<file path="config.mk">
export PLATFORM = sky130hd
export DESIGN_NAME = ssp_front
export DESIGN_NICKNAME = d
export VERILOG_FILES = /design/src/hw/rtl/ssp_pkg.sv /design/src/hw/rtl/ssp_front.sv
export SDC_FILE = /design/constraint.sdc
export NUM_CORES = 2
export LEC_CHECK = 0
export BUFFER_PORTS_ARGS = -buffer_cell sky130_fd_sc_hd__buf_2
export CAP_MARGIN = 40
export CELL_PAD_IN_SITES_DETAIL_PLACEMENT = 2
export CELL_PAD_IN_SITES_GLOBAL_PLACEMENT = 2
export CORE_UTILIZATION = 24
export DETAILED_ROUTE_END_ITERATION = 7
export MAX_ROUTING_LAYER = met4
export PLACE_DENSITY_LB_ADDON = 0.1
export SLEW_MARGIN = 40
export SYNTH_ARGS = -nofsm -noshare
export SYNTH_HDL_FRONTEND = slang
export SYNTH_SLANG_ARGS = --single-unit
</file>
<file path="constraint.sdc">
create_clock -name clk -period 11.9 [get_ports clk]
set_clock_uncertainty 0.15 [all_clocks]
set_input_delay 1.19 -clock clk [delete_from_list [all_inputs] [get_ports clk]]
set_output_delay 1.19 -clock clk [all_outputs]
set_load 0.02 [all_outputs]
</file>
<file path="src/hw/rtl/ssp_pkg.sv">
// shared types, constants and the arctangent table of the spherical spiral generator
`default_nettype none
package ssp_pkg;

    localparam int CORDIC_STEPS = 20;
    localparam int SQRT_STEPS   = 32;
    localparam int DIV_STEPS    = 17;

    localparam logic [32:0]        TWO_PI_Q30 = 33'd6746518852;
    localparam logic [30:0]        TWO_PI_Q28 = 31'd1686629713;
    localparam logic signed [32:0] CORDIC_K   = 33'sh026DD3B6A;

    typedef struct packed {
        logic [1:0]  quad;
        logic [31:0] um;
        logic [63:0] sq;
        logic        pneg;
    } cor_side_t;

    typedef struct packed {
        logic signed [33:0] ang;
        logic signed [32:0] cx;
        logic signed [32:0] cy;
        cor_side_t          side;
    } cor_t;

    typedef struct packed {
        logic [33:0] rem;
        logic [31:0] root;
        logic [63:0] n;
        logic [32:0] xmag;
        logic [32:0] ymag;
        logic        xneg;
        logic        yneg;
        logic        zneg;
        logic [31:0] um;
    } sq_t;

    typedef struct packed {
        logic [31:0]      den;
        logic [2:0][31:0] rem;
        logic [2:0][16:0] qn;
        logic [2:0]       neg;
    } dv_t;

    function automatic logic signed [33:0] atan_q30(input int step);
        logic signed [33:0] v;
        unique case (step)
            0:       v = 34'sh03243F6A8;
            1:       v = 34'sh01DAC6705;
            2:       v = 34'sh00FADBAFC;
            3:       v = 34'sh007F56EA6;
            4:       v = 34'sh003FEAB76;
            5:       v = 34'sh001FFD55B;
            6:       v = 34'sh000FFFAAA;
            7:       v = 34'sh0007FFF55;
            8:       v = 34'sh0003FFFEA;
            9:       v = 34'sh0001FFFFD;
            10:      v = 34'sd1048576;
            11:      v = 34'sd524288;
            12:      v = 34'sd262144;
            13:      v = 34'sd131072;
            14:      v = 34'sd65536;
            15:      v = 34'sd32768;
            16:      v = 34'sd16384;
            17:      v = 34'sd8192;
            18:      v = 34'sd4096;
            19:      v = 34'sd2048;
            default: v = '0;
        endcase
        return v;
    endfunction

endpackage
`default_nettype wire

</file>
<file path="src/hw/rtl/ssp_front.sv">
// front stages: angle scaling, pitch product, magnitude and radicand
`default_nettype none
module ssp_front (
    input  wire logic               clk,
    input  wire logic               rst_n,
    input  wire logic               en,
    input  wire logic               valid_in,
    input  wire logic [15:0]        pos,
    input  wire logic [15:0]        pitch,
    output logic                    valid_out,
    output ssp_pkg::cor_t           data_out
);
    logic [4:0]         v_reg;
    logic [44:0]        rprod_reg;
    logic signed [32:0] p_reg;
    logic [1:0]         q1_reg, q2_reg, q3_reg, q4_reg, q5_reg;
    logic signed [33:0] a2_reg, a3_reg, a4_reg, a5_reg;
    logic [30:0]        pm_reg;
    logic               n2_reg, n3_reg, n4_reg, n5_reg;
    logic [61:0]        uprod_reg;
    logic [31:0]        um4_reg, um5_reg;
    logic [63:0]        sq_reg;

    logic signed [16:0] pofs;
    logic signed [32:0] p_next;
    logic [44:0]        rprod_next;
    logic [32:0]        pabs;
    logic [62:0]        urnd;

    always_comb
    begin
        pofs       = $signed({1'b0, pos}) - 17'sd16384;
        p_next     = 33'($signed(pitch)) * 33'(pofs);
        rprod_next = 45'(pos[11:0]) * 45'(ssp_pkg::TWO_PI_Q30);
        pabs       = p_reg[32] ? 33'(-p_reg) : 33'(p_reg);
        urnd       = 63'(uprod_reg) + 63'(64'd1 << 29);
    end

    always_ff @(posedge clk or negedge rst_n)
    begin
        if (!rst_n)
        begin
            v_reg <= '0;
        end
        else if (en)
        begin
            v_reg <= {v_reg[3:0], valid_in};
        end
    end

    always_ff @(posedge clk)
    begin
        if (en)
        begin
            rprod_reg <= rprod_next;
            p_reg     <= p_next;
            q1_reg    <= pos[13:12];
            // angle in the quadrant, radians q30
            a2_reg    <= 34'((rprod_reg + 45'd8192) >> 14);
            pm_reg    <= pabs[30:0];
            n2_reg    <= !p_reg[32] && (p_reg != '0);
            q2_reg    <= q1_reg;
            uprod_reg <= 62'(pm_reg) * 62'(ssp_pkg::TWO_PI_Q28);
            a3_reg    <= a2_reg;
            n3_reg    <= n2_reg;
            q3_reg    <= q2_reg;
            um4_reg   <= urnd[61:30];
            a4_reg    <= a3_reg;
            n4_reg    <= n3_reg;
            q4_reg    <= q3_reg;
            sq_reg    <= 64'(um4_reg) * 64'(um4_reg) + (64'd1 << 48);
            um5_reg   <= um4_reg;
            a5_reg    <= a4_reg;
            n5_reg    <= n4_reg;
            q5_reg    <= q4_reg;
        end
    end

    assign valid_out          = v_reg[4];
    assign data_out.ang       = a5_reg;
    assign data_out.cx        = ssp_pkg::CORDIC_K;
    assign data_out.cy        = '0;
    assign data_out.side.quad = q5_reg;
    assign data_out.side.um   = um5_reg;
    assign data_out.side.sq   = sq_reg;
    assign data_out.side.pneg = n5_reg;
endmodule
`default_nettype wire

</file>
==> metrics.csv <==
metric,value,unit
endpoint_kind,register,
syn-mean-instance-area,10.5,sq um
clkLatencyLatePin,0.72,ns
maxSlewHeadroom,44.6,%
firstDrtPassIters,4,
ys.flop_type,edfxtp_1,
drive_gt1_share,5.11,%
layout_commonest_cell,inv_1,
num_vias,47600,
worstMarginPinSlew,0.831,ns
ys_async_sr_fraction,1.26,%
fin_crit,9.49,ns
start_util,24.2,%
antenna_found_initial,32,
fillerInstances,33800,
critPathLaunchType,register,
die_h,558,um
critPathTopFamily,adder cells,
cts.path.max_buffers,3,
preCtsSetupSlack,2.33,ns
num_rows,203,
yosysSeqAreaShare,16.1,%
htreeDepth,2,
r2r_start,um4_reg[7],
multi_input_area,0.0538,sq mm
io_pins,236,
drt-initial-drc-count,1528,
synth-compound-area-share,4.66,%
grt_pass1_wl,379000,um
rsz0062_at_grt,false,
dieArea,0.311,sq mm
port_buffers,165,
cts_setup_buffers,0,
postSynthCellCount,7077,
ff2ff_setup_slack,2.41,ns
cts_resized,0,
synth-simple-area-share,8.27,%
cp_max_fo,17,
slowest_stage,edfxtp_1,
period_share,79.7,%
slew_violations,0,
synthMuxAreaShare,0.160,%
grt_pass1_vias,57700,
maxCapViolCount,0,
grtUsageMet3,1.42,%
synth-edff-count,393,
root_buffer,clkbuf_16,
arrival,9.77,ns
ant_nets,0,
synth_fa_ha_area_share,55.9,%
final_cell_mix,"inv_1 (1997), fa_1 (1526), ha_1 (868), nand2_1 (491), edfxtp_1 (393)",
setup-violations-final,0,
nNetsFinal,9634,
finalHoldViolations,0,
rr_worst_depth,25,
fmax,105,MHz
path_buf_inv,5,
synthXorXnorAreaFrac,3.24,%
numCtsBuffers,55,
post_drt_wl_per_cell,21.9,um
ys_warn_count,0,
avgViaCountPerCell,4.18,
path_clk_slew,0.07,ns
routabilityCongestion,0.812,
area_delta_synth_final,10.3,%
required,12.19,ns
cpMostUsedCell,fa_1,
layout_setup_ws,2.41,ns
drcViolationCount,0,
hold_path.class,input pin to asynchronous set/reset pin,
largest_reg_flops,62,
grt_max_degree,137,
synth_area,0.0741,sq mm
gr-max-usage-layer,met2,
tritoncts,yes,
globalRoute.totalOverflow,0,
seqCellArea,0.0119,sq mm
routed_wl,249000,um
fin_setup_tns,0,ns
crit_type,register to register,
ys_ff_latch,398,
synth_top_family_by_area,adder cells,
rr_endpoint,sq_reg[60],
hpwl,208000,um
track_usage,17.0,%
cp_slowest_stage_delay,0.90,ns
met1_usage,21.9,%
status,"complete, no violations",
die_w,558,um
core_area,0.307,sq mm
use_met2,28.9,%
synth_cell_types,75,
cts_sinks,398,
hold_buffers,0,
[metrics by stage]
step                utilization [%]  hold slack [ns]  instance area (sq um)  std cells
global placement               26.0            0.250                  79700      11200
finish                         26.7            0.154                  81800      11400
floorplan                         -            0.250                  74400       7145
global route                   26.7           0.0942                  81800      11400
CTS                            26.7           0.0538                  81700      11300
detailed placement             26.1            0.255                  79900      11200
[how the worst max path moves through the flow]
stage | from | end | depth (start not counted)
after CTS | um4_reg[7] | sq_reg[60] | 25
after global placement | um4_reg[5] | sq_reg[60] | 23
after global routing | um4_reg[7] | sq_reg[60] | 23
after detailed placement | um4_reg[7] | sq_reg[60] | 25
after floorplan | um4_reg[5] | sq_reg[60] | 28
final | um4_reg[7] | sq_reg[60] | 25
[cell usage after synthesis, drive strengths merged, types with 84 or more instances]
| library cell | n | share of area, % |
|---|---|---|
| xnor2 | 190 | 2.2 |
| ha | 869 | 15 |
| nand2 | 491 | 2.5 |
| xor2 | 84 | 0.99 |
| a21oi | 145 | 0.98 |
| nor2 | 127 | 0.65 |
| fa | 1526 | 41 |
| inv | 1997 | 10 |
| a21o | 111 | 1.1 |
| and2 | 341 | 2.9 |
| o21ai | 89 | 0.60 |
| edfxtp | 393 | 16 |
| clkbuf | 160 | 0.81 |
[layer usage]
layer	share of wire (%)	routed length, um
met5	0	0
met4	2.5	6260
met3	2.3	5660
met2	50	123000
met1	46	114000
[cell type report]
class	instances	share of cell area (%)
Clock inverter	41	0.537
Clock buffer	60	1.71
Inverter	1999	9.17
Tap cell	4100	6.27
Multi-Input combinational cell	4509	65.8
Sequential cell	398	14.6
Timing Repair Buffer	240	1.86
Antenna cell	19	0.0581
[cells by family after synthesis]
logic type      count (synthesis)
flops                         398
xor+xnor                      274
other cells                     2
fa+ha+maj                    2395
mux                            11
buf+inv                      2238
compound gates                518
simple gates                 1241
Power is left out: the tool's default activity adds up to more than one toggle a clock period on the data nets, which glitch-free logic cannot reach.
