## config.mk

```make
export PLATFORM = sky130hd
export DESIGN_NAME = ssp_sqrt_cell
export DESIGN_NICKNAME = d
export VERILOG_FILES = /design/src/hw/rtl/ssp_pkg.sv /design/src/hw/rtl/ssp_sqrt_cell.sv
export SDC_FILE = /design/constraint.sdc
export NUM_CORES = 1
export LEC_CHECK = 0
export BUFFER_PORTS_ARGS = -buffer_cell sky130_fd_sc_hd__buf_2
export CORE_AREA = 2 2 182 184
export CTS_CLUSTER_SIZE = 16
export DETAILED_ROUTE_END_ITERATION = 10
export DIE_AREA = 0 0 184 186
export GPL_ROUTABILITY_DRIVEN = 1
export PLACE_DENSITY = 0.56
export SLEW_MARGIN = 20
export SYNTH_ARGS = -nofsm -noshare
export SYNTH_HDL_FRONTEND = slang
export SYNTH_SLANG_ARGS = --single-unit
```

## constraint.sdc

```tcl
create_clock -name clk -period 0.9 [get_ports clk]
set_input_delay 0.045 -clock clk [delete_from_list [all_inputs] [get_ports clk]]
set_output_delay 0.045 -clock clk [all_outputs]
set_load 0.01 [all_outputs]
```

## src/hw/rtl/ssp_pkg.sv

```systemverilog
// shared types, constants and the arctangent table of the spherical spiral generator
`default_nettype none
package ssp_pkg;

    localparam int CORDIC_STEPS = 20;
    localparam int SQRT_STEPS   = 32;
    localparam int DIV_STEPS    = 17;

    localparam logic [32:0]        TWO_PI_Q30 = 33'd6746518852;
    localparam logic [30:0]        TWO_PI_Q28 = 31'd1686629713;
    localparam logic signed [32:0] CORDIC_K   = 33'sh026DD3B6A;

    typedef struct packed {
        logic [1:0]  quad;
        logic [31:0] um;
        logic [63:0] sq;
        logic        pneg;
    } cor_side_t;

    typedef struct packed {
        logic signed [33:0] ang;
        logic signed [32:0] cx;
        logic signed [32:0] cy;
        cor_side_t          side;
    } cor_t;

    typedef struct packed {
        logic [33:0] rem;
        logic [31:0] root;
        logic [63:0] n;
        logic [32:0] xmag;
        logic [32:0] ymag;
        logic        xneg;
        logic        yneg;
        logic        zneg;
        logic [31:0] um;
    } sq_t;

    typedef struct packed {
        logic [31:0]      den;
        logic [2:0][31:0] rem;
        logic [2:0][16:0] qn;
        logic [2:0]       neg;
    } dv_t;

    function automatic logic signed [33:0] atan_q30(input int step);
        logic signed [33:0] v;
        unique case (step)
            0:       v = 34'sh03243F6A8;
            1:       v = 34'sh01DAC6705;
            2:       v = 34'sh00FADBAFC;
            3:       v = 34'sh007F56EA6;
            4:       v = 34'sh003FEAB76;
            5:       v = 34'sh001FFD55B;
            6:       v = 34'sh000FFFAAA;
            7:       v = 34'sh0007FFF55;
            8:       v = 34'sh0003FFFEA;
            9:       v = 34'sh0001FFFFD;
            10:      v = 34'sd1048576;
            11:      v = 34'sd524288;
            12:      v = 34'sd262144;
            13:      v = 34'sd131072;
            14:      v = 34'sd65536;
            15:      v = 34'sd32768;
            16:      v = 34'sd16384;
            17:      v = 34'sd8192;
            18:      v = 34'sd4096;
            19:      v = 34'sd2048;
            default: v = '0;
        endcase
        return v;
    endfunction

endpackage
`default_nettype wire

```

## src/hw/rtl/ssp_sqrt_cell.sv

```systemverilog
// one result bit of the digit-by-digit square root
`default_nettype none
module ssp_sqrt_cell (
    input  wire logic               clk,
    input  wire logic               rst_n,
    input  wire logic               en,
    input  wire logic               valid_in,
    input  wire ssp_pkg::sq_t       data_in,
    output logic                    valid_out,
    output ssp_pkg::sq_t            data_out
);
    logic         valid_reg;
    ssp_pkg::sq_t data_reg, data_next;
    logic [35:0]  t;
    logic [35:0]  trial;

    always_comb
    begin
        t         = {data_in.rem, data_in.n[63:62]};
        trial     = 36'({data_in.root, 2'b01});
        data_next = data_in;
        data_next.n = {data_in.n[61:0], 2'b00};
        if (t >= trial)
        begin
            data_next.rem  = 34'(t - trial);
            data_next.root = {data_in.root[30:0], 1'b1};
        end
        else
        begin
            data_next.rem  = t[33:0];
            data_next.root = {data_in.root[30:0], 1'b0};
        end
    end

    always_ff @(posedge clk or negedge rst_n)
    begin
        if (!rst_n)
        begin
            valid_reg <= 1'b0;
        end
        else if (en)
        begin
            valid_reg <= valid_in;
        end
    end

    always_ff @(posedge clk)
    begin
        if (en)
        begin
            data_reg <= data_next;
        end
    end

    assign valid_out = valid_reg;
    assign data_out  = data_reg;
endmodule
`default_nettype wire

```

==> flow_metrics.py <==
metrics = {
    "global_routing": {
        "grt_antenna_before_repair": 12,
        "first_global_vias": 9052,
        "grt_use_met3_pct": 5.40,
        "grt_pass1_wl_um": 53000,
        "gr-total-overflow": 0,
        "grtUsageMet1_pct": 23.7,
        "gr-max-usage-layer": "met2",
        "gr-usage-met2_pct": 37.8,
        "grt_usage_pct": 20.8,
        "grt_max_degree": 23,
    },
    "cts": {
        "cts-htree-levels": 1,
        "cts-root-buf": "sky130_fd_sc_hd__clkbuf_16",
        "clk_latency_ns": 0.55,
        "cts-root-to-sink-buffers": 3,
        "cts_tree": "yes",
        "cts_made_buffers": 27,
        "clock_sink_count": 230,
        "clock_pin_transition_on_the_worst_setup_and_hold_timing_paths_ns": 0.05,
    },
    "logic_synthesis": {
        "synth-seq-area-share_pct": 73.5,
        "gate_count_after_technology_mapping": 610,
        "synth.distinct_cells": 64,
        "synth-async-reset-ratio_pct": 0.435,
        "synth-seq-cells": 230,
        "synth-edff-count": 229,
        "yosys_most_used_dff": "sky130_fd_sc_hd__edfxtp_1",
        "synthesis.area_um2": 9380,
        "post_synth.cell_area_avg_um2": 15.4,
        "yosysWarningCount": 0,
    },
    "power_and_ir_drop": {
        "intPower_mw": 22.7,
        "switching_power_mw": 8.00,
        "share_comb_of_total_power_pct": 22.7,
        "leakage_nw": 7.76,
        "irDropWorstVdd_v": 0.00121,
        "power.switching_fraction_pct": 26.0,
        "clock_power_share_pct": 34.1,
        "p_per_area_nw_per_um2": 1720,
        "power.share.sequential_pct": 43.2,
    },
    "worst_setup_path": {
        "end_kind": "register",
        "path_class": "in2reg",
        "critical_path.startpoint_type": "input pin",
        "critPathMaxFanout": 8,
        "worstPathArrival_ns": 2.05,
        "worst-endpoint-required_ns": 1.17,
    },
    "placed_design": {
        "pre_cts_slack_ns": -1.62,
        "dpl.hpwl_um": 27200,
        "place_inst": 1616,
        "dpl-instance-area_um2": 13800,
        "portBuffers": 464,
        "finalWeightedCongestion": 0.893,
    },
    "drt": {
        "drcViolationCount": 0,
        "drt_first_iter_violations": 481,
        "drt-vias-per-instance": 4.48,
        "avgRoutedWirePerCell_um": 19.8,
        "wl_um": 38000,
        "firstDrtPassIters": 5,
        "routed-via-count": 8616,
        "route.antenna.remaining_nets": 0,
    },
    "status": {
        "status": "finished, violations left",
        "failing_checks": "negative setup slack",
    },
    "worst_hold_path": {
        "hold_class": "in2reg",
    },
    "cells_and_area": {
        "drive_gt1_share_pct": 52.8,
        "flow.area_growth_from_synthesis_pct": 90.0,
        "fin_cells": 1924,
        "num-nets-final": 1762,
        "finalInstanceArea_um2": 17800,
    },
    "timing": {
        "timing_hold_violations_final": 0,
        "final_critical_path_setup_slack_ns": -0.883,
        "final.setup.tns_ns": -73.91,
        "max_clock_freq_mhz": 561,
        "final.setup_skew_ns": 0,
        "timing_max_transition_violations_final": 0,
        "report.final.setup_viol": 266,
        "period_needed_ns": 1.78,
        "post-route-period-util_pct": 198,
        "rsz0062_at_grt": "true",
    },
    "floorplanning": {
        "floorplan.initialDensity_pct": 29.1,
        "fp-row-count": 66,
        "chipHeight_um": 186,
        "die_w_um": 184,
        "die-area_um2": 34200,
        "design.core.area_um2": 32200,
        "boundaryPins": 467,
    },
    "run": {
        "max-cap-violations": 0,
    },
}
cell type report:
| class | count | area (um2) |
|---|---|---|
| Antenna cell | 6 | 15.0 |
| Clock buffer | 31 | 691 |
| Clock inverter | 15 | 140 |
| Fill cell | 2662 | 14400 |
| Inverter | 43 | 201 |
| Multi-Input combinational cell | 322 | 2850 |
| Sequential cell | 230 | 6900 |
| Tap cell | 408 | 510 |
| Timing Repair Buffer | 869 | 6520 |
repair_timing:
action | 4_1_cts | 5_1_grt
pin swaps | 55 | 24
setup buffers | 18 | 6
gates resized for setup | 119 | 69
hold endpoints to repair | 260 | 0
setup endpoints to repair | 265 | 269
hold buffers | 232 | 0
cloned | 1 | 1
power by group through the flow:
stage	clock network (mW)	logic [mW]	registers [mW]
after floorplan	0	1.82	14.0
after global placement	0	5.41	13.4
after detailed placement	0	5.45	13.4
after CTS	10.6	6.73	13.2
after global routing	11.1	7.46	13.3
final	10.5	6.98	13.3
metrics by stage:
| stage | util (%) | power (mW) | hold slack [ns] |
|---|---|---|---|
| final | 55.4 | 30.7 | 0.0361 |
| after floorplan | - | 15.8 | -0.251 |
| after global placement | 42.7 | 18.8 | -0.179 |
| after detailed placement | 42.7 | 18.9 | -0.177 |
| after CTS | 54.4 | 30.6 | 0.0191 |
| after global routing | 55.4 | 31.9 | 0.0352 |
Yosys cell counts, types with 2 or more instances:
| master | number | area (um2) |
|---|---|---|
| sky130_fd_sc_hd__a21boi_0 | 2 | 15.0 |
| sky130_fd_sc_hd__a21o_1 | 19 | 143 |
| sky130_fd_sc_hd__a21oi_1 | 28 | 140 |
| sky130_fd_sc_hd__a31o_1 | 2 | 17.5 |
| sky130_fd_sc_hd__a31oi_1 | 4 | 25.0 |
| sky130_fd_sc_hd__and2_1 | 3 | 18.8 |
| sky130_fd_sc_hd__and2_2 | 2 | 15.0 |
| sky130_fd_sc_hd__and3_1 | 2 | 12.5 |
| sky130_fd_sc_hd__and3_2 | 3 | 22.5 |
| sky130_fd_sc_hd__buf_2 | 6 | 30.0 |
| sky130_fd_sc_hd__buf_4 | 2 | 15.0 |
| sky130_fd_sc_hd__clkbuf_1 | 4 | 15.0 |
| sky130_fd_sc_hd__clkbuf_2 | 2 | 10.0 |
| sky130_fd_sc_hd__edfxtp_1 | 229 | 6880 |
| sky130_fd_sc_hd__ha_1 | 34 | 425 |
| sky130_fd_sc_hd__inv_1 | 42 | 158 |
| sky130_fd_sc_hd__mux2i_1 | 4 | 40.0 |
| sky130_fd_sc_hd__nand2_1 | 58 | 218 |
| sky130_fd_sc_hd__nand2b_1 | 5 | 31.3 |
| sky130_fd_sc_hd__nand3_1 | 6 | 30.0 |
| sky130_fd_sc_hd__nand4_1 | 6 | 37.5 |
| sky130_fd_sc_hd__nor2_1 | 18 | 67.6 |
| sky130_fd_sc_hd__nor3_1 | 10 | 50.1 |
| sky130_fd_sc_hd__o211ai_1 | 2 | 15.0 |
| sky130_fd_sc_hd__o21a_1 | 3 | 22.5 |
| sky130_fd_sc_hd__o21ai_0 | 41 | 205 |
| sky130_fd_sc_hd__o21ai_1 | 4 | 20.0 |
| sky130_fd_sc_hd__o221ai_1 | 2 | 17.5 |
| sky130_fd_sc_hd__o31a_1 | 2 | 17.5 |
| sky130_fd_sc_hd__o31ai_1 | 4 | 30.0 |
| sky130_fd_sc_hd__o41ai_2 | 3 | 48.8 |
| sky130_fd_sc_hd__xnor2_1 | 14 | 123 |
| sky130_fd_sc_hd__xor2_1 | 13 | 114 |
layer usage:
metal | share of wire [%] | up-vias
met5 | 0.18 | -
met4 | 3.2 | 10
met3 | 7.8 | 80
met2 | 51 | 350
met1 | 38 | 4098
li1 | - | 4078
worst paths after layout:
check | startpoint | to | slack, ns | cells past startpoint
min in group asynchronous | rst_n | valid_out | 0.38 | 3
setup / recovery | data_in[174] | data_out[223] | -0.88 | 11
max in group asynchronous | rst_n | valid_out | 0.42 | 3
setup reg to reg | valid_out | valid_out | -0.09 | 3
hold reg to reg | valid_out | valid_out | 0.70 | 3
hold / removal | data_in[215] | data_out[217] | 0.04 | 4
critical path, cell delays in order:
cell and delay, ns:
sky130_fd_sc_hd__buf_8 0.08, sky130_fd_sc_hd__inv_4 0.03, sky130_fd_sc_hd__ha_4 0.28, sky130_fd_sc_hd__nand4_1 0.17
sky130_fd_sc_hd__nor4_4 0.34, sky130_fd_sc_hd__nand2_1 0.10, sky130_fd_sc_hd__o311ai_2 0.24, sky130_fd_sc_hd__a211oi_2 0.08
sky130_fd_sc_hd__o21a_4 0.28, sky130_fd_sc_hd__and2_2 0.21, sky130_fd_sc_hd__a31o_1 0.18
flip-flops by register name, summed over array words and instances, names as in the netlist:
register,count
valid_out,1
data_out,229
kinds of logic (layout without fill, tap and decap cells):
group           after synthesis  after routing  synth area share (%)
compound gates              133            133                  9.93
xor+xnor                     27             27                  2.52
fa+ha+maj                    34             34                  4.53
buf+inv                      59            958                  2.75
flops                       230            230                  73.5
mux                           6              6                 0.707
other cells                   1              8                0.0400
simple gates                120            120                  5.97
layout by cell type, fill, tap and decap left out, types with 5 or more instances in the layout:
master / Yosys / routed
sky130_fd_sc_hd__a21o_1: 19 / 19
sky130_fd_sc_hd__a21oi_1: 28 / 19
sky130_fd_sc_hd__a21oi_2: 0 / 7
sky130_fd_sc_hd__buf_12: 0 / 13
sky130_fd_sc_hd__buf_2: 6 / 409
sky130_fd_sc_hd__buf_4: 2 / 154
sky130_fd_sc_hd__buf_6: 1 / 55
sky130_fd_sc_hd__clkbuf_16: 0 / 28
sky130_fd_sc_hd__diode_2: 0 / 6
sky130_fd_sc_hd__dlygate4sd3_1: 0 / 231
sky130_fd_sc_hd__edfxtp_1: 229 / 229
sky130_fd_sc_hd__ha_1: 34 / 11
sky130_fd_sc_hd__ha_4: 0 / 23
sky130_fd_sc_hd__inv_1: 42 / 23
sky130_fd_sc_hd__inv_2: 0 / 10
sky130_fd_sc_hd__inv_4: 0 / 7
sky130_fd_sc_hd__nand2_1: 58 / 43
sky130_fd_sc_hd__nand2_2: 0 / 9
sky130_fd_sc_hd__nand2_4: 0 / 6
sky130_fd_sc_hd__nand2b_1: 5 / 5
sky130_fd_sc_hd__nand4_1: 6 / 6
sky130_fd_sc_hd__nor2_1: 18 / 13
sky130_fd_sc_hd__nor3_1: 10 / 9
sky130_fd_sc_hd__o21ai_0: 41 / 11
sky130_fd_sc_hd__o21ai_1: 4 / 23
sky130_fd_sc_hd__o21ai_2: 1 / 11
sky130_fd_sc_hd__xnor2_1: 14 / 13
sky130_fd_sc_hd__xor2_1: 13 / 13
Power figures use the tool's default switching activity.
