<file path="src/hw/rtl/ssp_pkg.sv">
// shared types, constants and the arctangent table of the spherical spiral generator
`default_nettype none
package ssp_pkg;

    localparam int CORDIC_STEPS = 20;
    localparam int SQRT_STEPS   = 32;
    localparam int DIV_STEPS    = 17;

    localparam logic [32:0]        TWO_PI_Q30 = 33'd6746518852;
    localparam logic [30:0]        TWO_PI_Q28 = 31'd1686629713;
    localparam logic signed [32:0] CORDIC_K   = 33'sh026DD3B6A;

    typedef struct packed {
        logic [1:0]  quad;
        logic [31:0] um;
        logic [63:0] sq;
        logic        pneg;
    } cor_side_t;

    typedef struct packed {
        logic signed [33:0] ang;
        logic signed [32:0] cx;
        logic signed [32:0] cy;
        cor_side_t          side;
    } cor_t;

    typedef struct packed {
        logic [33:0] rem;
        logic [31:0] root;
        logic [63:0] n;
        logic [32:0] xmag;
        logic [32:0] ymag;
        logic        xneg;
        logic        yneg;
        logic        zneg;
        logic [31:0] um;
    } sq_t;

    typedef struct packed {
        logic [31:0]      den;
        logic [2:0][31:0] rem;
        logic [2:0][16:0] qn;
        logic [2:0]       neg;
    } dv_t;

    function automatic logic signed [33:0] atan_q30(input int step);
        logic signed [33:0] v;
        unique case (step)
            0:       v = 34'sh03243F6A8;
            1:       v = 34'sh01DAC6705;
            2:       v = 34'sh00FADBAFC;
            3:       v = 34'sh007F56EA6;
            4:       v = 34'sh003FEAB76;
            5:       v = 34'sh001FFD55B;
            6:       v = 34'sh000FFFAAA;
            7:       v = 34'sh0007FFF55;
            8:       v = 34'sh0003FFFEA;
            9:       v = 34'sh0001FFFFD;
            10:      v = 34'sd1048576;
            11:      v = 34'sd524288;
            12:      v = 34'sd262144;
            13:      v = 34'sd131072;
            14:      v = 34'sd65536;
            15:      v = 34'sd32768;
            16:      v = 34'sd16384;
            17:      v = 34'sd8192;
            18:      v = 34'sd4096;
            19:      v = 34'sd2048;
            default: v = '0;
        endcase
        return v;
    endfunction

endpackage
`default_nettype wire

</file>
<file path="src/hw/rtl/ssp_cordic_cell.sv">
// one rotation step of the sine/cosine chain
`default_nettype none
module ssp_cordic_cell #(
    parameter int STEP = 0
) (
    input  wire logic               clk,
    input  wire logic               rst_n,
    input  wire logic               en,
    input  wire logic               valid_in,
    input  wire ssp_pkg::cor_t      data_in,
    output logic                    valid_out,
    output ssp_pkg::cor_t           data_out
);
    logic          valid_reg;
    ssp_pkg::cor_t data_reg, data_next;
    logic signed [32:0] dx, dy;

    always_comb
    begin
        dx        = data_in.cx >>> STEP;
        dy        = data_in.cy >>> STEP;
        data_next = data_in;
        if (data_in.ang >= 0)
        begin
            data_next.cx  = data_in.cx - dy;
            data_next.cy  = data_in.cy + dx;
            data_next.ang = data_in.ang - ssp_pkg::atan_q30(STEP);
        end
        else
        begin
            data_next.cx  = data_in.cx + dy;
            data_next.cy  = data_in.cy - dx;
            data_next.ang = data_in.ang + ssp_pkg::atan_q30(STEP);
        end
    end

    always_ff @(posedge clk or negedge rst_n)
    begin
        if (!rst_n)
        begin
            valid_reg <= 1'b0;
        end
        else if (en)
        begin
            valid_reg <= valid_in;
        end
    end

    always_ff @(posedge clk)
    begin
        if (en)
        begin
            data_reg <= data_next;
        end
    end

    assign valid_out = valid_reg;
    assign data_out  = data_reg;
endmodule
`default_nettype wire

</file>
<file path="config.mk">
export PLATFORM = sky130hd
export DESIGN_NAME = ssp_cordic_cell
export DESIGN_NICKNAME = d
export VERILOG_FILES = /design/src/hw/rtl/ssp_pkg.sv /design/src/hw/rtl/ssp_cordic_cell.sv
export SDC_FILE = /design/constraint.sdc
export NUM_CORES = 1
export LEC_CHECK = 0
export BUFFER_PORTS_ARGS = -buffer_cell sky130_fd_sc_hd__buf_2
export CORE_MARGIN = 10
export CORE_UTILIZATION = 25
export DETAILED_ROUTE_END_ITERATION = 12
export PLACE_DENSITY = 0.47
export SLEW_MARGIN = 25
export SYNTH_ARGS = -nofsm -noshare
export SYNTH_HDL_FRONTEND = slang
export SYNTH_SLANG_ARGS = --single-unit
</file>
<file path="constraint.sdc">
create_clock -name clk -period 1.8 [get_ports clk]
set_clock_uncertainty 0.2 [all_clocks]
set_input_delay 0.09 -clock clk [delete_from_list [all_inputs] [get_ports clk]]
set_output_delay 0.09 -clock clk [all_outputs]
set_load 0.01 [all_outputs]
</file>
==> metrics.txt <==
# TYPE chip_impl_metric gauge
chip_impl_metric{name="intPower",unit="mW"} 11.0
chip_impl_metric{name="syn_area_per_cell",unit="um2"} 10.4
chip_impl_info{name="worstSetupStartpointType",value="primary input"} 1
chip_impl_info{name="hold_start",value="data_in[140]"} 1
chip_impl_metric{name="drcViolationCount",unit=""} 0
chip_impl_metric{name="p_switching",unit="mW"} 5.65
chip_impl_metric{name="post_synthesis_sequential_element_count",unit=""} 199
chip_impl_metric{name="clock_tree.buffer_depth",unit=""} 2
chip_impl_metric{name="h-tree-depth",unit=""} 4
chip_impl_metric{name="r2r_setup_slack",unit="ps"} 860
chip_impl_metric{name="fillers",unit=""} 4804
chip_impl_metric{name="grt_overflow",unit=""} 0
chip_impl_metric{name="synthSimpleGateAreaFrac",unit="%"} 9.16
chip_impl_metric{name="synth_compound_gate_area_share",unit="%"} 20.1
chip_impl_metric{name="post_synth_num_cell_types",unit=""} 75
chip_impl_metric{name="viasPerCell",unit=""} 4.56
chip_impl_metric{name="ant_nets",unit=""} 0
chip_impl_metric{name="wl",unit="um"} 56900
chip_impl_metric{name="start_util",unit="%"} 25.3
chip_impl_metric{name="fin_crit",unit="ps"} 3110
chip_impl_metric{name="async_set_reset_flop_share_out_of_synthesis",unit="%"} 0.503
chip_impl_metric{name="tritoncts.num_buffers",unit=""} 17
chip_impl_metric{name="crit_arrival",unit="ps"} 3160
chip_impl_metric{name="max_freq",unit="GHz"} 0.321
chip_impl_metric{name="die_x",unit="um"} 248
chip_impl_metric{name="max_transition_margin",unit="%"} 48.0
chip_impl_info{name="worstSetupEndpointType",value="flop"} 1
chip_impl_metric{name="placer_s_final_routability_congestion_estimate",unit=""} 0.898
chip_impl_metric{name="routed-via-count",unit=""} 13361
chip_impl_info{name="failed_checks",value="negative setup slack"} 1
chip_impl_metric{name="detailed_place_hpwl",unit="um"} 44800
chip_impl_info{name="reg_to_reg_critical_path_endpoint",value="valid_out"} 1
chip_impl_metric{name="maximum_vdd_drop",unit="mV"} 0.710
chip_impl_metric{name="power_dens_cells",unit="nW/um2"} 699
chip_impl_metric{name="initial_antenna_violation_count",unit=""} 1
chip_impl_metric{name="cts.clk_slew.worst_paths",unit="ps"} 80
chip_impl_metric{name="gr-usage-all-layers",unit="%"} 17.4
chip_impl_metric{name="post_synth_inst_count",unit=""} 1255
chip_impl_metric{name="routedWlPerCell",unit="um"} 19.4
chip_impl_info{name="rsz0062_at_grt",value="true"} 1
chip_impl_metric{name="parity_gate_share_of_the_synthesized_area_counting_xor_and_xnor_cells",unit="%"} 6.19
chip_impl_metric{name="total_placed_instance_area",unit="um2"} 19600
chip_impl_metric{name="comb_power_share",unit="%"} 39.4
chip_impl_metric{name="synth-adder-area-share",unit="%"} 12.7
chip_impl_info{name="worst-setup-path-type",value="primary input to flop"} 1
chip_impl_info{name="synthFlopType",value="sky130_fd_sc_hd__edfxtp_1"} 1
chip_impl_info{name="tritoncts",value="yes"} 1
chip_impl_metric{name="die_area",unit="um2"} 61600
chip_impl_metric{name="final-hold-violation-count",unit=""} 0
chip_impl_metric{name="total_power",unit="mW"} 16.6
chip_impl_metric{name="grt_start_max_net_pins",unit=""} 72
chip_impl_metric{name="design.core.area",unit="um2"} 51400
chip_impl_metric{name="boundaryPins",unit=""} 403
chip_impl_metric{name="rows",unit=""} 83
chip_impl_metric{name="power_switching_share",unit="%"} 34.0
chip_impl_metric{name="setup-violations-final",unit=""} 90
chip_impl_info{name="status",value="complete, but fails checks"} 1
chip_impl_metric{name="drt_first_pass_iters",unit=""} 4
chip_impl_metric{name="grt_pass1_vias",unit=""} 14029
chip_impl_metric{name="post-route-worst-setup-slack",unit="ps"} -1310
chip_impl_metric{name="clockPowerShare",unit="%"} 24.3
chip_impl_metric{name="grt_first_pass_wirelength",unit="um"} 82700
chip_impl_metric{name="timing.final.crit_share",unit="%"} 173
chip_impl_info{name="dominant_combinational_cell_family_by_area_after_synthesis",value="compound AO/OA/AOI/OAI gates"} 1
chip_impl_metric{name="power.share.sequential",unit="%"} 36.3
chip_impl_metric{name="drtIter0Drc",unit=""} 587
chip_impl_metric{name="hold_path_depth",unit=""} 4
chip_impl_metric{name="max_slew.worst_pin.slew",unit="ps"} 780
chip_impl_metric{name="cts.sinks",unit=""} 199
chip_impl_metric{name="drive_gt1_share",unit="%"} 54.5
chip_impl_metric{name="crit_required",unit="ps"} 1850
chip_impl_info{name="hold-path-endpoint",value="data_out[140]"} 1
chip_impl_metric{name="layout.cell_area.non_filler",unit="um2"} 23800
chip_impl_metric{name="fin_nets",unit=""} 2568
chip_impl_metric{name="power.static_leakage",unit="nW"} 10.5
chip_impl_info{name="hold_path_class",value="primary input to flop"} 1
chip_impl_metric{name="synth_fp_nets",unit=""} 1588
chip_impl_metric{name="maxCapViolCount",unit=""} 0
chip_impl_metric{name="rr_worst_depth",unit=""} 1
chip_impl_metric{name="maxSlewViolCount",unit=""} 0
chip_impl_metric{name="synth-seq-area-share",unit="%"} 45.9
chip_impl_info{name="cts_root_buffer",value="sky130_fd_sc_hd__clkbuf_16"} 1
chip_impl_metric{name="multiplexer_share_of_the_synthesized_area",unit="%"} 0.856
chip_impl_metric{name="crit_fanout",unit=""} 6
chip_impl_info{name="regToRegStartpoint",value="valid_out"} 1
chip_impl_metric{name="edff_count_synth",unit=""} 198
chip_impl_metric{name="ys.warnings.count",unit=""} 0
chip_impl_metric{name="port_buffers",unit=""} 402
chip_impl_metric{name="clk_latency",unit="ps"} 490
chip_impl_metric{name="flow.area_growth_from_synthesis",unit="%"} 83.0
chip_impl_metric{name="combined_area_of_all_synthesized_cells",unit="um2"} 13000
chip_impl_metric{name="chipHeight",unit="um"} 248
[cell usage after synthesis (all sizes together), types with 3 or more instances]
cell type | count | area share (%)
nand2 | 61 | 1.8
or3 | 5 | 0.24
o221ai | 3 | 0.30
a31o | 4 | 0.27
and2 | 4 | 0.19
clkbuf | 26 | 0.75
o211ai | 10 | 0.58
or4 | 3 | 0.17
a21o | 33 | 1.9
nand3 | 15 | 0.58
buf | 26 | 1.0
nor2b | 15 | 0.72
inv | 113 | 3.3
edfxtp | 198 | 46
a211o | 6 | 0.40
o31ai | 15 | 0.87
a2111oi | 5 | 0.43
nor3b | 3 | 0.17
xnor2 | 72 | 4.8
o2111ai | 4 | 0.27
a22oi | 3 | 0.17
a31oi | 9 | 0.43
nor4 | 12 | 0.74
o31a | 6 | 0.41
a21boi | 3 | 0.17
nor2 | 84 | 2.4
ha | 126 | 12
o211a | 3 | 0.23
xor2 | 20 | 1.3
a211oi | 20 | 1.3
o21a | 11 | 0.63
fa | 4 | 0.62
nand4 | 9 | 0.43
a21oi | 150 | 5.8
and3 | 6 | 0.29
mux2i | 10 | 0.77
o21bai | 30 | 1.7
nand2b | 9 | 0.43
o21ai | 76 | 2.9
o311ai | 4 | 0.27
nor3 | 14 | 0.54
[per-stage QoR]
stage / cells / TNS, ps / setup WS [ps] / util, % / hold slack, ps
floorplan: 1255 / -66780 / -1800 / - / -406
global placement: 2717 / -119800 / -2110 / 38.2 / -334
detailed placement: 2717 / -118200 / -2100 / 38.2 / -332
CTS: 2902 / -51390 / -1330 / 44.6 / 0.00794
global route: 2928 / -63610 / -1430 / 46.3 / 8.39
finish: 2929 / -55990 / -1310 / 46.3 / 26.1
[final cells by class]
type,instances,area [um2],area share [%]
multi-input cells,889,8360,35.1
repair buffers,1013,7490,31.5
flip-flops and latches,199,5970,25.1
well taps,680,851,3.57
inverters,115,522,2.19
clock buffers,17,425,1.79
clock inverters,15,188,0.788
diodes,1,2.50,0.0105
[cell families after synthesis]
family	count (synthesis)
DFF	199
xor gates and xnor gates	92
adders and majority gates	130
and+or+nand+nor	248
buffers and inverters	167
AOI/OAI and AO/OA	408
muxes	11
[routing by layer]
layer  track usage, %  routed length (um)
met1             19.6               22600
met2             32.6               29900
met3             3.46                3280
met4             5.29                1060
met5                0                   0
[power by group through the flow]
| stage | clock network (mW) | logic, mW | registers, mW |
|---|---|---|---|
| 2_1_floorplan | 0 | 2.26 | 6.38 |
| 3_3_place_gp | 0 | 5.32 | 6.15 |
| 3_5_place_dp | 0 | 5.33 | 6.16 |
| 4_1_cts | 4.21 | 6.18 | 6.06 |
| 5_1_grt | 4.35 | 7.05 | 6.10 |
| 6_report | 4.04 | 6.56 | 6.04 |
[how the worst max path moves through the flow]
stage,start,endpoint,cells past startpoint,slack [ps]
3_3_place_gp,data_in[187],data_out[194],19,-2110
6_report,data_in[198],data_out[196],18,-1310
4_1_cts,data_in[184],data_out[192],18,-1330
2_1_floorplan,data_in[198],data_out[198],20,-1800
3_5_place_dp,data_in[187],data_out[192],19,-2100
5_1_grt,data_in[181],data_out[196],17,-1430
[state kept, by name, indices dropped and copies added, names as in the netlist]
| signal | count |
|---|---|
| data_out | 198 |
| valid_out | 1 |
[layout by cell type, fill, tap and decap left out, drive strengths merged, types with 15 or more instances in the layout]
master	synthesis	layout
nor2	84	84
ha	126	126
a211oi	20	20
a21oi	150	150
nor2b	15	15
o31ai	15	15
o21bai	30	30
xor2	20	20
edfxtp	198	198
nand2	61	61
clkbuf	26	22
dlygate4sd3	0	117
buf	26	891
nand3	15	15
o21ai	76	76
xnor2	72	72
a21o	33	33
inv	113	122
[repair_timing]
| action | CTS | global route |
|---|---|---|
| hold endpoints to repair | 182 | 0 |
| hold buffers | 117 | 0 |
| setup buffers | 50 | 31 |
| cloned | 0 | 4 |
| resized for setup | 272 | 131 |
| endpoints found under the setup margin | 92 | 92 |
| pin swaps | 150 | 113 |
[worst max-delay path: stages]
cell and delay [ps]:
sky130_fd_sc_hd__buf_2 170, sky130_fd_sc_hd__inv_16 70, sky130_fd_sc_hd__ha_4 110, sky130_fd_sc_hd__nor4b_2 190
sky130_fd_sc_hd__nand4_1 150, sky130_fd_sc_hd__nor3_2 210, sky130_fd_sc_hd__nand2b_4 180, sky130_fd_sc_hd__inv_6 60
sky130_fd_sc_hd__fa_2 380, sky130_fd_sc_hd__nor2b_4 130, sky130_fd_sc_hd__o31a_1 230, sky130_fd_sc_hd__o31ai_4 80
sky130_fd_sc_hd__o211a_1 260, sky130_fd_sc_hd__o31ai_4 240, sky130_fd_sc_hd__a21oi_4 110, sky130_fd_sc_hd__o311ai_1 240
sky130_fd_sc_hd__a21oi_1 120, sky130_fd_sc_hd__xnor2_1 130
Note: power is estimated with default switching activity, not from simulation.
