--- config.mk ---
export PLATFORM = sky130hd
export DESIGN_NAME = ssp_div_cell
export DESIGN_NICKNAME = d
export VERILOG_FILES = /design/src/hw/rtl/ssp_pkg.sv /design/src/hw/rtl/ssp_div_cell.sv
export SDC_FILE = /design/constraint.sdc
export NUM_CORES = 1
export LEC_CHECK = 0
export BUFFER_PORTS_ARGS = -buffer_cell sky130_fd_sc_hd__clkbuf_2
export CAP_MARGIN = 20
export CELL_PAD_IN_SITES_DETAIL_PLACEMENT = 1
export CELL_PAD_IN_SITES_GLOBAL_PLACEMENT = 1
export CORE_UTILIZATION = 40
export DETAILED_ROUTE_END_ITERATION = 6
export PLACE_DENSITY = 0.88
export REMOVE_ABC_BUFFERS = 1
export SETUP_SLACK_MARGIN = 0.3
export SLEW_MARGIN = 20
export SYNTH_ARGS = -nofsm -noshare
export SYNTH_HDL_FRONTEND = slang
export SYNTH_SLANG_ARGS = --single-unit
--- constraint.sdc ---
create_clock -name clk -period 0.8 [get_ports clk]
set_input_delay 0.16 -clock clk [delete_from_list [all_inputs] [get_ports clk]]
set_output_delay 0.16 -clock clk [all_outputs]
set_load 0.02 [all_outputs]
--- src/hw/rtl/ssp_pkg.sv ---
// shared types, constants and the arctangent table of the spherical spiral generator
`default_nettype none
package ssp_pkg;

    localparam int CORDIC_STEPS = 20;
    localparam int SQRT_STEPS   = 32;
    localparam int DIV_STEPS    = 17;

    localparam logic [32:0]        TWO_PI_Q30 = 33'd6746518852;
    localparam logic [30:0]        TWO_PI_Q28 = 31'd1686629713;
    localparam logic signed [32:0] CORDIC_K   = 33'sh026DD3B6A;

    typedef struct packed {
        logic [1:0]  quad;
        logic [31:0] um;
        logic [63:0] sq;
        logic        pneg;
    } cor_side_t;

    typedef struct packed {
        logic signed [33:0] ang;
        logic signed [32:0] cx;
        logic signed [32:0] cy;
        cor_side_t          side;
    } cor_t;

    typedef struct packed {
        logic [33:0] rem;
        logic [31:0] root;
        logic [63:0] n;
        logic [32:0] xmag;
        logic [32:0] ymag;
        logic        xneg;
        logic        yneg;
        logic        zneg;
        logic [31:0] um;
    } sq_t;

    typedef struct packed {
        logic [31:0]      den;
        logic [2:0][31:0] rem;
        logic [2:0][16:0] qn;
        logic [2:0]       neg;
    } dv_t;

    function automatic logic signed [33:0] atan_q30(input int step);
        logic signed [33:0] v;
        unique case (step)
            0:       v = 34'sh03243F6A8;
            1:       v = 34'sh01DAC6705;
            2:       v = 34'sh00FADBAFC;
            3:       v = 34'sh007F56EA6;
            4:       v = 34'sh003FEAB76;
            5:       v = 34'sh001FFD55B;
            6:       v = 34'sh000FFFAAA;
            7:       v = 34'sh0007FFF55;
            8:       v = 34'sh0003FFFEA;
            9:       v = 34'sh0001FFFFD;
            10:      v = 34'sd1048576;
            11:      v = 34'sd524288;
            12:      v = 34'sd262144;
            13:      v = 34'sd131072;
            14:      v = 34'sd65536;
            15:      v = 34'sd32768;
            16:      v = 34'sd16384;
            17:      v = 34'sd8192;
            18:      v = 34'sd4096;
            19:      v = 34'sd2048;
            default: v = '0;
        endcase
        return v;
    endfunction

endpackage
`default_nettype wire

--- src/hw/rtl/ssp_div_cell.sv ---
// one quotient bit of the three restoring dividers
`default_nettype none
module ssp_div_cell (
    input  wire logic               clk,
    input  wire logic               rst_n,
    input  wire logic               en,
    input  wire logic               valid_in,
    input  wire ssp_pkg::dv_t       data_in,
    output logic                    valid_out,
    output ssp_pkg::dv_t            data_out
);
    logic         valid_reg;
    ssp_pkg::dv_t data_reg, data_next;
    logic [32:0]  t [3];
    logic [2:0]   qb;

    always_comb
    begin
        data_next = data_in;
        for (int l = 0; l < 3; l++)
        begin
            t[l] = {data_in.rem[l], data_in.qn[l][16]};
            qb[l] = t[l] >= {1'b0, data_in.den};
            data_next.rem[l] = qb[l] ? 32'(t[l] - {1'b0, data_in.den}) : t[l][31:0];
            // numerator bits shift out the top while quotient bits shift in
            data_next.qn[l] = {data_in.qn[l][15:0], qb[l]};
        end
    end

    always_ff @(posedge clk or negedge rst_n)
    begin
        if (!rst_n)
        begin
            valid_reg <= 1'b0;
        end
        else if (en)
        begin
            valid_reg <= valid_in;
        end
    end

    always_ff @(posedge clk)
    begin
        if (en)
        begin
            data_reg <= data_next;
        end
    end

    assign valid_out = valid_reg;
    assign data_out  = data_reg;
endmodule
`default_nettype wire

==> impl_metrics.ini, run 1 <==
[synth]
synthDistinctLibCells = 77
synth_edf_count = 182
synth_top_area_frac = 0.4500
synth-async-reset-ratio = 0.005464
syn_inst = 1146
ys_seq_area_frac = 0.4521
synth_area_leader_cell = edfxtp_1
synthTopCellsByArea = edfxtp_1 (45%), ha_1 (9.9%), o21ai_0 (3.8%), xnor2_1 (3.8%), a21o_1 (3.5%)
synth_flop_cell = edfxtp_1
syn_avg_cell_area_um2 = 10.60
ys_ff_latch = 183
ys_warn_count = 0
synth_area_um2 = 12140

[cts]
clockBufferDepth = 2
cts_sinks = 183
cts-htree-levels = 4
clock-root-buffer = clkbuf_16
cts_buffers = 17

[floorplan]
die_y_um = 176.2
rows = 63
chipWidth_um = 176.2
io_pins = 369
initial_core_util = 0.4087

[placement]
postPlaceCellArea_um2 = 17170
globalplace.congestion = 0.9514
dp_slack_ps = -2678
io_buffers = 368
dpl.hpwl_um = 43490

[grt]
grt_overflow = 780
grt_max_degree = 48
grt_usage = 0.8806

[sta]
worstEndpointType = sequential cell input
grt-worst-endpoint = data_out[90]$_DFFE_PP_/D

[outcome]
last-stage-reached = global routing
firstError = [ERROR GRT-0232] Routing congestion too high. Check the congestion heatmap in the GUI.
status = did not finish
-- cell usage after synthesis (8+ instances only) --
cell / number
mux2_2: 23
edfxtp_1: 182
nor2_1: 50
nor2b_1: 15
nand3_1: 30
o31ai_1: 12
xor2_1: 21
mux2_4: 17
xnor2_1: 52
o21a_1: 11
nand2_1: 91
nand4_1: 21
o21ai_0: 91
a31oi_1: 12
clkbuf_1: 37
a21oi_1: 81
a21o_1: 56
and3_1: 8
inv_1: 68
o21bai_1: 12
ha_1: 96
and2_1: 8
nand2b_1: 10
nor3_1: 17
-- kinds of logic after synthesis --
group | count (synthesis) | synth area share
compound gates | 340 | 0.1817
xor+xnor | 73 | 0.05265
fa+ha+maj | 99 | 0.1039
buf+inv | 116 | 0.04152
flops | 183 | 0.4521
mux | 50 | 0.05120
simple gates | 285 | 0.1169
-- metal layers --
layer  overflow  track usage
met1          5       0.8416
met2        496        1.047
met3         16       0.7491
met4        263       0.9547
met5          0       0.3558
-- through the flow --
step | instances | TNS [ps] | utilization
floorplan | 1100 | -236600 | -
CTS | 2308 | -231760 | 0.6468
global placement | 2232 | -251550 | 0.5777
detailed placement | 2232 | -264000 | 0.5777
-- what timing repair did --
action / 4_1_cts
buffers inserted: 34
gates resized for setup: 279
hold buffers: 1
cloned: 9
hold endpoints to repair: 86
setup endpoints to repair: 283
pin swaps: 45
==> run 2, diff against run 1 <==
- CELL_PAD_IN_SITES_DETAIL_PLACEMENT: 1 -> not set
- CELL_PAD_IN_SITES_GLOBAL_PLACEMENT: 1 -> not set
- CORE_UTILIZATION: 40 -> 30
- PLACE_DENSITY: 0.88 -> not set
- PLACE_DENSITY_LB_ADDON: not set -> 0.15
- SETUP_SLACK_MARGIN: 0.3 -> not set
==> run 2 against run 1 <==
The flow now finishes, with violations (design-rule violations, negative setup slack). Synthesized area did not move. Synthesized cell count did not move.
==> impl_metrics.ini, run 2 <==
[placement]
dp_slack_ps = -2518
globalplace.congestion = 0.8788
dp_cells = 2400
dpl.hpwl_um = 38100
io_buffers = 368

[synth]
synthDistinctLibCells = 77
yosysMostFrequentCell = edfxtp_1
synth-async-reset-ratio = 0.005464
synth_edf_count = 182
synth_area_um2 = 12140
syn_inst = 1146
synth_flop_cell = edfxtp_1
synth_area_leader_cell = edfxtp_1
ys_ff_latch = 183
ys_warn_count = 0
synthTopCellsByArea = edfxtp_1 (45%), ha_1 (9.9%), o21ai_0 (3.8%), xnor2_1 (3.8%), a21o_1 (3.5%)
syn_avg_cell_area_um2 = 10.60
ys_seq_area_frac = 0.4521
synth_top_area_frac = 0.4500
synth_commonest_cells = edfxtp_1 (182), ha_1 (96), nand2_1 (91), o21ai_0 (91), a21oi_1 (81)

[outcome]
status = finished, violations left
violations = design-rule violations, negative setup slack

[grt]
grt_max_degree = 19
grt_pass1_vias = 12997
grt_overflow = 0
grt_usage = 0.2328
grt_first_pass_wirelength_um = 71810
antenna_found_initial = 5

[critical_path]
critPathKind = input pin to register
cp_max_fo = 12
endpoint_kind = register
start_kind = input pin
worstPathRequired_ps = 1010
worstPathArrival_ps = 2750

[layout]
n_antenna_cell = 0
stdcell_count = 2592
nFillCells = 3461
area.growth.synth_to_final_pct = 85.09
largest_register_ffs = 182
drive_gt1_frac = 0.5670
regArea_um2 = 5490
layout_common_cells = buf_4 (419), edfxtp_1 (182), clkbuf_2 (176)
final_common_cell = buf_4
multi_input_area_um2 = 7634
nets = 2339

[pwr]
p_per_area_nw_per_um2 = 1692
ir_drop_uv = 1436
leakage_nw = 10.19
clock_power_share = 0.231
power_mw = 38.04
p_comb_frac = 0.435
p_int_mw = 25.26
switching_share = 0.3359
seq_power_share = 0.334
switching_power_mw = 12.78

[min_path]
hold_path.class = input pin to register

[floorplan]
rows = 73
initial_core_util = 0.3050
die_y_um = 203.2
floorplan.die_area_um2 = 41290
coreArea_um2 = 39820
io_pins = 369
chipWidth_um = 203.2

[detailed_routing]
wl_um = 50320
avgRoutedWirePerCell_um = 19.41
routed_via_density = 4.847
drtIter0Drc = 609
drc = 1
vias = 12564
first_pass_iters = 7
ant_nets = 0

[cts]
cts.clk_slew.worst_paths_ps = 80
clock-root-buffer = clkbuf_16
insertion_delay_ps = 450
cts_buffers = 17
ctsHoldBuffers = 90
clockBufferDepth = 2
cts_sinks = 183
cts_tree = done
cts-htree-levels = 4

[sta]
period_needed_ps = 2546
min_period_over_period = 3.182
hold_viol = 0
worstMarginPinSlew_ps = 447.2
clock.fmax_ghz = 0.3929
holdWs_ps = 20.26
setup_ws_ps = -1746
setup_tns_ps = -226540
setup_violations = 282
maxSlewHeadroom = 0.7012
fin_skew_ps = 0
rsz0062_at_grt = yes
maxSlewViolCount = 0

[run]
max-cap-violations = 0
## run 2: cell counts after synthesis
Identical to the previous run, type by type.
## run 2: area by class of cell
type,count,share of cell area
timing repair buffer,934,0.3458
inverter,70,0.01475
sequential,183,0.2443
timing repair inverter,1,0.0005010
multi-input combinational,847,0.3396
clock inverter,14,0.006791
tap,525,0.02922
clock buffer,18,0.01909
## run 2: timing repair
item | in CTS | in global routing
setup buffers | 46 | 29
endpoints found under the hold margin | 95 | 1
gates resized for setup | 302 | 616
endpoints found under the setup margin | 282 | 282
gates cloned | 7 | 3
pin swaps | 68 | 100
## run 2: final timing paths
kind / cells after the start / start / to / slack [ps]
min in group asynchronous: 3 / rst_n / valid_out / 530
worst min register to register: 1 / valid_out / valid_out / 540
worst min-delay path: 3 / data_in[126] / data_out[127] / 20
worst max register to register: 1 / valid_out / valid_out / 40
worst max-delay path: 15 / data_in[151] / data_out[114] / -1750
max in group asynchronous: 3 / rst_n / valid_out / 170
## run 2: through the flow
| step | area (um2) | util |
|---|---|---|
| after global placement | 17660 | 0.4434 |
| after CTS | 20850 | 0.5234 |
| after detailed placement | 17660 | 0.4434 |
| final | 22480 | 0.5644 |
| after floorplan | 11910 | - |
| after global routing | 22480 | 0.5644 |
## run 2: cell families after synthesis
kind of cell	synth area share
flip-flops	0.4521
XOR/XNOR	0.05265
AND/OR/NAND/NOR	0.1169
adder cells (fa/ha/maj)	0.1039
buffers and inverters	0.04152
multiplexers	0.05120
AO/OA/AOI/OAI	0.1817
## run 2: power groups by stage
stage                     registers [mW]  logic, mW  clock network [mW]
final                               12.7       16.6                8.78
after global routing                12.8       17.7                9.34
after CTS                           12.5       14.7                9.08
after detailed placement            12.7       12.3                   0
after global placement              12.7       12.2                   0
after floorplan                     14.2       4.76                   0
## run 2: per-layer routing
layer	track usage	share of wire
met1	0.2791	0.42
met2	0.4094	0.50
met3	0.05113	0.055
met4	0.07841	0.026
met5	0	0.0017
## run 2: worst max-delay path: stages
cell and delay [ps]:
clkbuf_16 130, inv_6 50, buf_6 110, ha_4 190, nor2b_4 120, o21ai_2 140, a21boi_2 90, or3_4 390
a311oi_4 330, nor3_4 80, o2111ai_4 200, and2_4 250, buf_6 150, inv_12 50, mux2_4 300
Power figures use the tool's default switching activity.
==> run 3, diff against run 2 <==
- SETUP_SLACK_MARGIN: not set -> 0.4
==> run 3 against run 2 <==
The flow finishes with violations (negative hold slack, negative setup slack). Via count is 1.9% lower. Total power hardly changed. Register-to-register slack worse by 20 ps. Global-route usage fell by 0.33 points. Maximum frequency decreased by 1.5%. Die area stayed put. Clock skew unchanged. Hold slack got worse by 150 ps. Count of clock-buffer cells in the layout did not move. Highest routed layer unchanged. Largest cell class is now multi-input gates. Sequential share of layout area grew 0.48 points.
==> impl_metrics.ini, run 3 (synthesis gave the netlist of run 2 again) <==
[sta]
maxSlewHeadroom = 0.7419
setup_ws_ps = -1783
period_needed_ps = 2583
min_period_over_period = 3.229
worstMarginPinSlew_ps = 384.4
setup_violations = 282
holdWs_ps = -131.8
rsz0062_at_grt = yes
clock.fmax_ghz = 0.3871
maxSlewViolCount = 0
fin_skew_ps = 0
hold_viol = 82

[grt]
grt_max_degree = 19
antenna_found_initial = 5
grt_pass1_vias = 12559
grt_first_pass_wirelength_um = 70480
grt_overflow = 0
grt_usage = 0.2295

[pwr]
switching_share = 0.3353
ir_drop_uv = 1522
p_comb_frac = 0.436
clock_power_share = 0.231
p_int_mw = 25.31
leakage_nw = 10.06
power_mw = 38.08
switching_power_mw = 12.77
seq_power_share = 0.333
p_per_area_nw_per_um2 = 1727

[outcome]
status = finished, violations left
violations = negative hold slack, negative setup slack

[placement]
dp_slack_ps = -2518
dp_cells = 2400
dpl.hpwl_um = 38100
globalplace.congestion = 0.8788
io_buffers = 368
postPlaceCellArea_um2 = 17660

[critical_path]
cp_num_cells = 13
slowest_delay_ps = 400
r2r_cells = 1
r2r-start = valid_out
reg2reg_to = valid_out
rrSetupSlack_ps = 20
cp_max_fo = 8
worstPathRequired_ps = 1010
cp_cell_sequence = buf_4 -> ha_4 -> and3_4 -> nand4_1 -> or3_4 -> o41ai_4 -> or3_1 -> a21oi_2 -> or2_1 -> inv_2 -> buf_6 -> buf_12 -> mux2_4
start_kind = input pin
crit_start = data_in[63]
worstPathArrival_ps = 2800
path_delay_family = simple AND/OR/NAND/NOR gates
endpoint_kind = register
cp-endpoint = data_out[81]
worst-path-buf-inv = 4
critPathKind = input pin to register
critical_path.slowest_cell = or3_4

[layout]
fin_area_um2 = 22050
n_antenna_cell = 0
nets = 2272
final_common_cell = buf_4
largest_register_ffs = 182
stdcell_count = 2525
nFillCells = 3535
layout_common_cells = buf_4 (410), edfxtp_1 (182), clkbuf_2 (175)
area.growth.synth_to_final_pct = 81.56
drive_gt1_frac = 0.5910

[cts]
ctsHoldBuffers = 1
cts_tree = done
cts.clk_slew.worst_paths_ps = 80
clockBufferDepth = 2
cts-htree-levels = 4
clock-root-buffer = clkbuf_16
cts_buffers = 17
insertion_delay_ps = 460
cts_sinks = 183

[floorplan]
floorplan.die_area_um2 = 41290
rows = 73
initial_core_util = 0.3050
die_y_um = 203.2
io_pins = 369
coreArea_um2 = 39820
chipWidth_um = 203.2

[run]
max-cap-violations = 0

[detailed_routing]
drc = 0
drtIter0Drc = 620
met1_length_um = 21210
routed_via_density = 4.879
avgRoutedWirePerCell_um = 19.95
route.met3.wl_um = 2817
wl_um = 50370
ant_nets = 0
dr_wl_met2_um = 24810
first_pass_iters = 7
highest_layer = met5
vias = 12320

[min_path]
hold_path.class = input pin to register
==> run 3: worst min path at each step <==
stage           startpoint            to  cells past startpoint
4_1_cts        data_in[46]  data_out[47]                      1
2_1_floorplan        rst_n     valid_out                      0
3_3_place_gp         rst_n     valid_out                      1
3_5_place_dp         rst_n     valid_out                      1
5_1_grt        data_in[32]  data_out[33]                      1
6_report       data_in[46]  data_out[47]                      1
==> run 3: per-stage QoR <==
stage,util,TNS (ps)
6_report,0.5537,-230170
3_3_place_gp,0.4434,-257820
2_1_floorplan,-,-236600
5_1_grt,0.5537,-242980
3_5_place_dp,0.4434,-260330
4_1_cts,0.5022,-233620
==> run 3: area by class of cell <==
class | instances | area, um2 | share of cell area
well taps | 525 | 656.9 | 0.02979
flip-flops and latches | 183 | 5490 | 0.2490
repair buffers | 867 | 7422 | 0.3366
inverters | 70 | 321.6 | 0.01458
clock inverters | 14 | 152.6 | 0.006923
repair inverters | 1 | 11.26 | 0.0005107
multi-input cells | 847 | 7565 | 0.3431
clock buffers | 18 | 429.2 | 0.01946
==> run 3: what timing repair did <==
item                       4_1_cts  5_1_grt
hold endpoints to repair        95       86
gates resized for setup        287      627
gates cloned                     8       14
setup endpoints to repair      441      441
setup buffers                   47       23
pin swaps                       77       82
==> run 3: layer usage <==
layer,track usage,up-vias
met5,0,-
met4,0.07626,10
met3,0.05481,74
met2,0.3997,373
met1,0.2759,5870
li1,-,5993
==> run 3: power by group through the flow <==
stage | combinational, mW | clock, mW | sequential, mW
after floorplan | 4.76 | 0 | 14.2
after global placement | 12.2 | 0 | 12.7
after detailed placement | 12.3 | 0 | 12.7
after CTS | 14.5 | 9.08 | 12.5
after global routing | 17.7 | 9.34 | 12.8
final | 16.6 | 8.79 | 12.7
==> run 4, diff against run 3 <==
- SKIP_LAST_GASP: not set -> 1
==> run 4 against run 3 <==
The flow still finishes with violations (negative hold slack, negative setup slack). Count of clock-buffer cells in the layout unchanged. Critical path depth unchanged. Clock skew unchanged. Clock power about the same. Sequential share of layout area up 0.081 points. First-iteration DRC count up 1.8%. Largest cell class unchanged.
==> impl_metrics.ini, run 4 (synthesis gave the netlist of run 2 again) <==
[pwr]
power_mw = 37.87
p_per_area_nw_per_um2 = 1723
switching_share = 0.3343
seq_power_share = 0.335
clock_power_share = 0.232
leakage_nw = 10.01
ir_drop_uv = 1528
switching_power_mw = 12.66
p_comb_frac = 0.433
p_int_mw = 25.21

[floorplan]
initial_core_util = 0.3050
floorplan.die_area_um2 = 41290
io_pins = 369
die_y_um = 203.2
rows = 73
coreArea_um2 = 39820
chipWidth_um = 203.2

[grt]
use_met1 = 0.2758
grt_max_degree = 19
grt_first_pass_wirelength_um = 70340
grt_use_met2 = 0.4003
grt.busiest_layer = met2
grt_overflow = 0
grt_use_met3 = 0.05449
antenna_found_initial = 5
grt_usage = 0.2291
grt_pass1_vias = 12527

[sta]
setup_violations = 282
maxSlewViolCount = 0
clock.fmax_ghz = 0.3883
rsz0062_at_grt = yes
period_needed_ps = 2575
setup_ws_ps = -1775
holdWs_ps = -135.3
worstMarginPinSlew_ps = 470.5
maxSlewHeadroom = 0.6835
min_period_over_period = 3.219
fin_skew_ps = 0
hold_viol = 84

[placement]
io_buffers = 368
globalplace.congestion = 0.8788
dpl.hpwl_um = 38100

[cts]
cts_buffers = 17
cts_tree = done
cts_sinks = 183
insertion_delay_ps = 460
clockBufferDepth = 2
ctsHoldBuffers = 1
cts-htree-levels = 4
cts.clk_slew.worst_paths_ps = 80
clock-root-buffer = clkbuf_16

[layout]
area.growth.synth_to_final_pct = 80.97
layout_common_cells = buf_4 (417), edfxtp_1 (182), buf_6 (176)
nets = 2278
largest_register_ffs = 182
n_antenna_cell = 0
final_common_cell = buf_4
drive_gt1_frac = 0.5788
fin_util = 0.5519

[min_path]
hold_path.class = input pin to register

[run]
max-cap-violations = 0

[detailed_routing]
ant_nets = 0
drtIter0Drc = 631
avgRoutedWirePerCell_um = 19.92
wl_um = 50410
first_pass_iters = 5
routed_via_density = 4.893
drc = 0
vias = 12384

[critical_path]
cp_cell_sequence = clkbuf_2 -> inv_4 -> ha_4 -> nand4_1 -> or3_4 -> o41ai_4 -> or3_1 -> a21oi_2 -> or2_1 -> inv_2 -> buf_6 -> buf_12 -> mux2_4
critical_path.slowest_cell = or3_4
worstPathArrival_ps = 2790
endpoint_kind = register
slowest_delay_ps = 480
start_kind = input pin
critPathKind = input pin to register
cp_max_fo = 8
worstPathRequired_ps = 1020

[outcome]
status = finished, violations left
violations = negative hold slack, negative setup slack
==> run 4: cell types whose count changed in the layout (fill, tap and decap cells not counted), sizes merged <==
cell      previous run  this run
clkinvlp             4         5
inv                 78        77
clkbuf             211       208
buf                673       682
==> run 4: metal layers <==
layer | wire [um] | vias up
met3 | 2997 | 68
met4 | 1351 | 10
met2 | 24980 | 399
met5 | 86 | -
met1 | 20990 | 5900
li1 | - | 6007
==> run 4: worst max-delay path, delay by kind of cell <==
kind / cells / cell delay (ps)
buffers and inverters: 5 / 560
and+or+nand+nor: 4 / 1080
adders and majority gates: 1 / 270
AOI/OAI and AO/OA: 2 / 410
muxes: 1 / 300
==> run 4: final cells by class <==
| type | instances | area, um2 |
|---|---|---|
| flip-flops and latches | 183 | 5490 |
| clock buffers | 18 | 429.2 |
| repair buffers | 873 | 7447 |
| repair inverters | 1 | 11.26 |
| well taps | 525 | 656.9 |
| multi-input cells | 847 | 7462 |
| fillers | 3527 | 17850 |
| clock inverters | 14 | 152.6 |
| inverters | 70 | 327.8 |
==> run 4: what timing repair did <==
action | 4_1_cts | 5_1_grt
resized for setup | 269 | 618
hold endpoints to repair | 95 | 87
cloned | 8 | 13
pin swaps | 76 | 61
endpoints found under the setup margin | 441 | 441
buffers inserted | 47 | 30
==> run 4: worst paths after layout <==
path	startpoint	end	slack, ps	cells after the start
min in group asynchronous	rst_n	valid_out	0	2
setup reg to reg	valid_out	valid_out	20	1
max in group asynchronous	rst_n	valid_out	720	2
hold / removal	data_in[46]	data_out[47]	-140	1
hold reg to reg	valid_out	valid_out	550	1
setup / recovery	data_in[167]	data_out[81]	-1780	13
==> run 4: power by group through the flow <==
stage,registers (mW),clock network [mW],logic (mW)
after floorplan,14.2,0,4.76
after global placement,12.7,0,12.2
after detailed placement,12.7,0,12.3
final,12.7,8.79,16.4
after CTS,12.5,9.08,14.4
after global routing,12.8,9.34,17.5
==> run 4: metrics by stage <==
| step | TNS [ps] | cells | instance area (um2) | setup slack [ps] |
|---|---|---|---|---|
| 2_1_floorplan | -236600 | 1100 | 11910 | -3365 |
| 3_3_place_gp | -257820 | 2400 | 17660 | -2514 |
| 3_5_place_dp | -260330 | 2400 | 17660 | -2518 |
| 4_1_cts | -233980 | 2488 | 19940 | -1719 |
| 5_1_grt | -246170 | 2531 | 21980 | -1840 |
| 6_report | -230160 | 2531 | 21980 | -1775 |
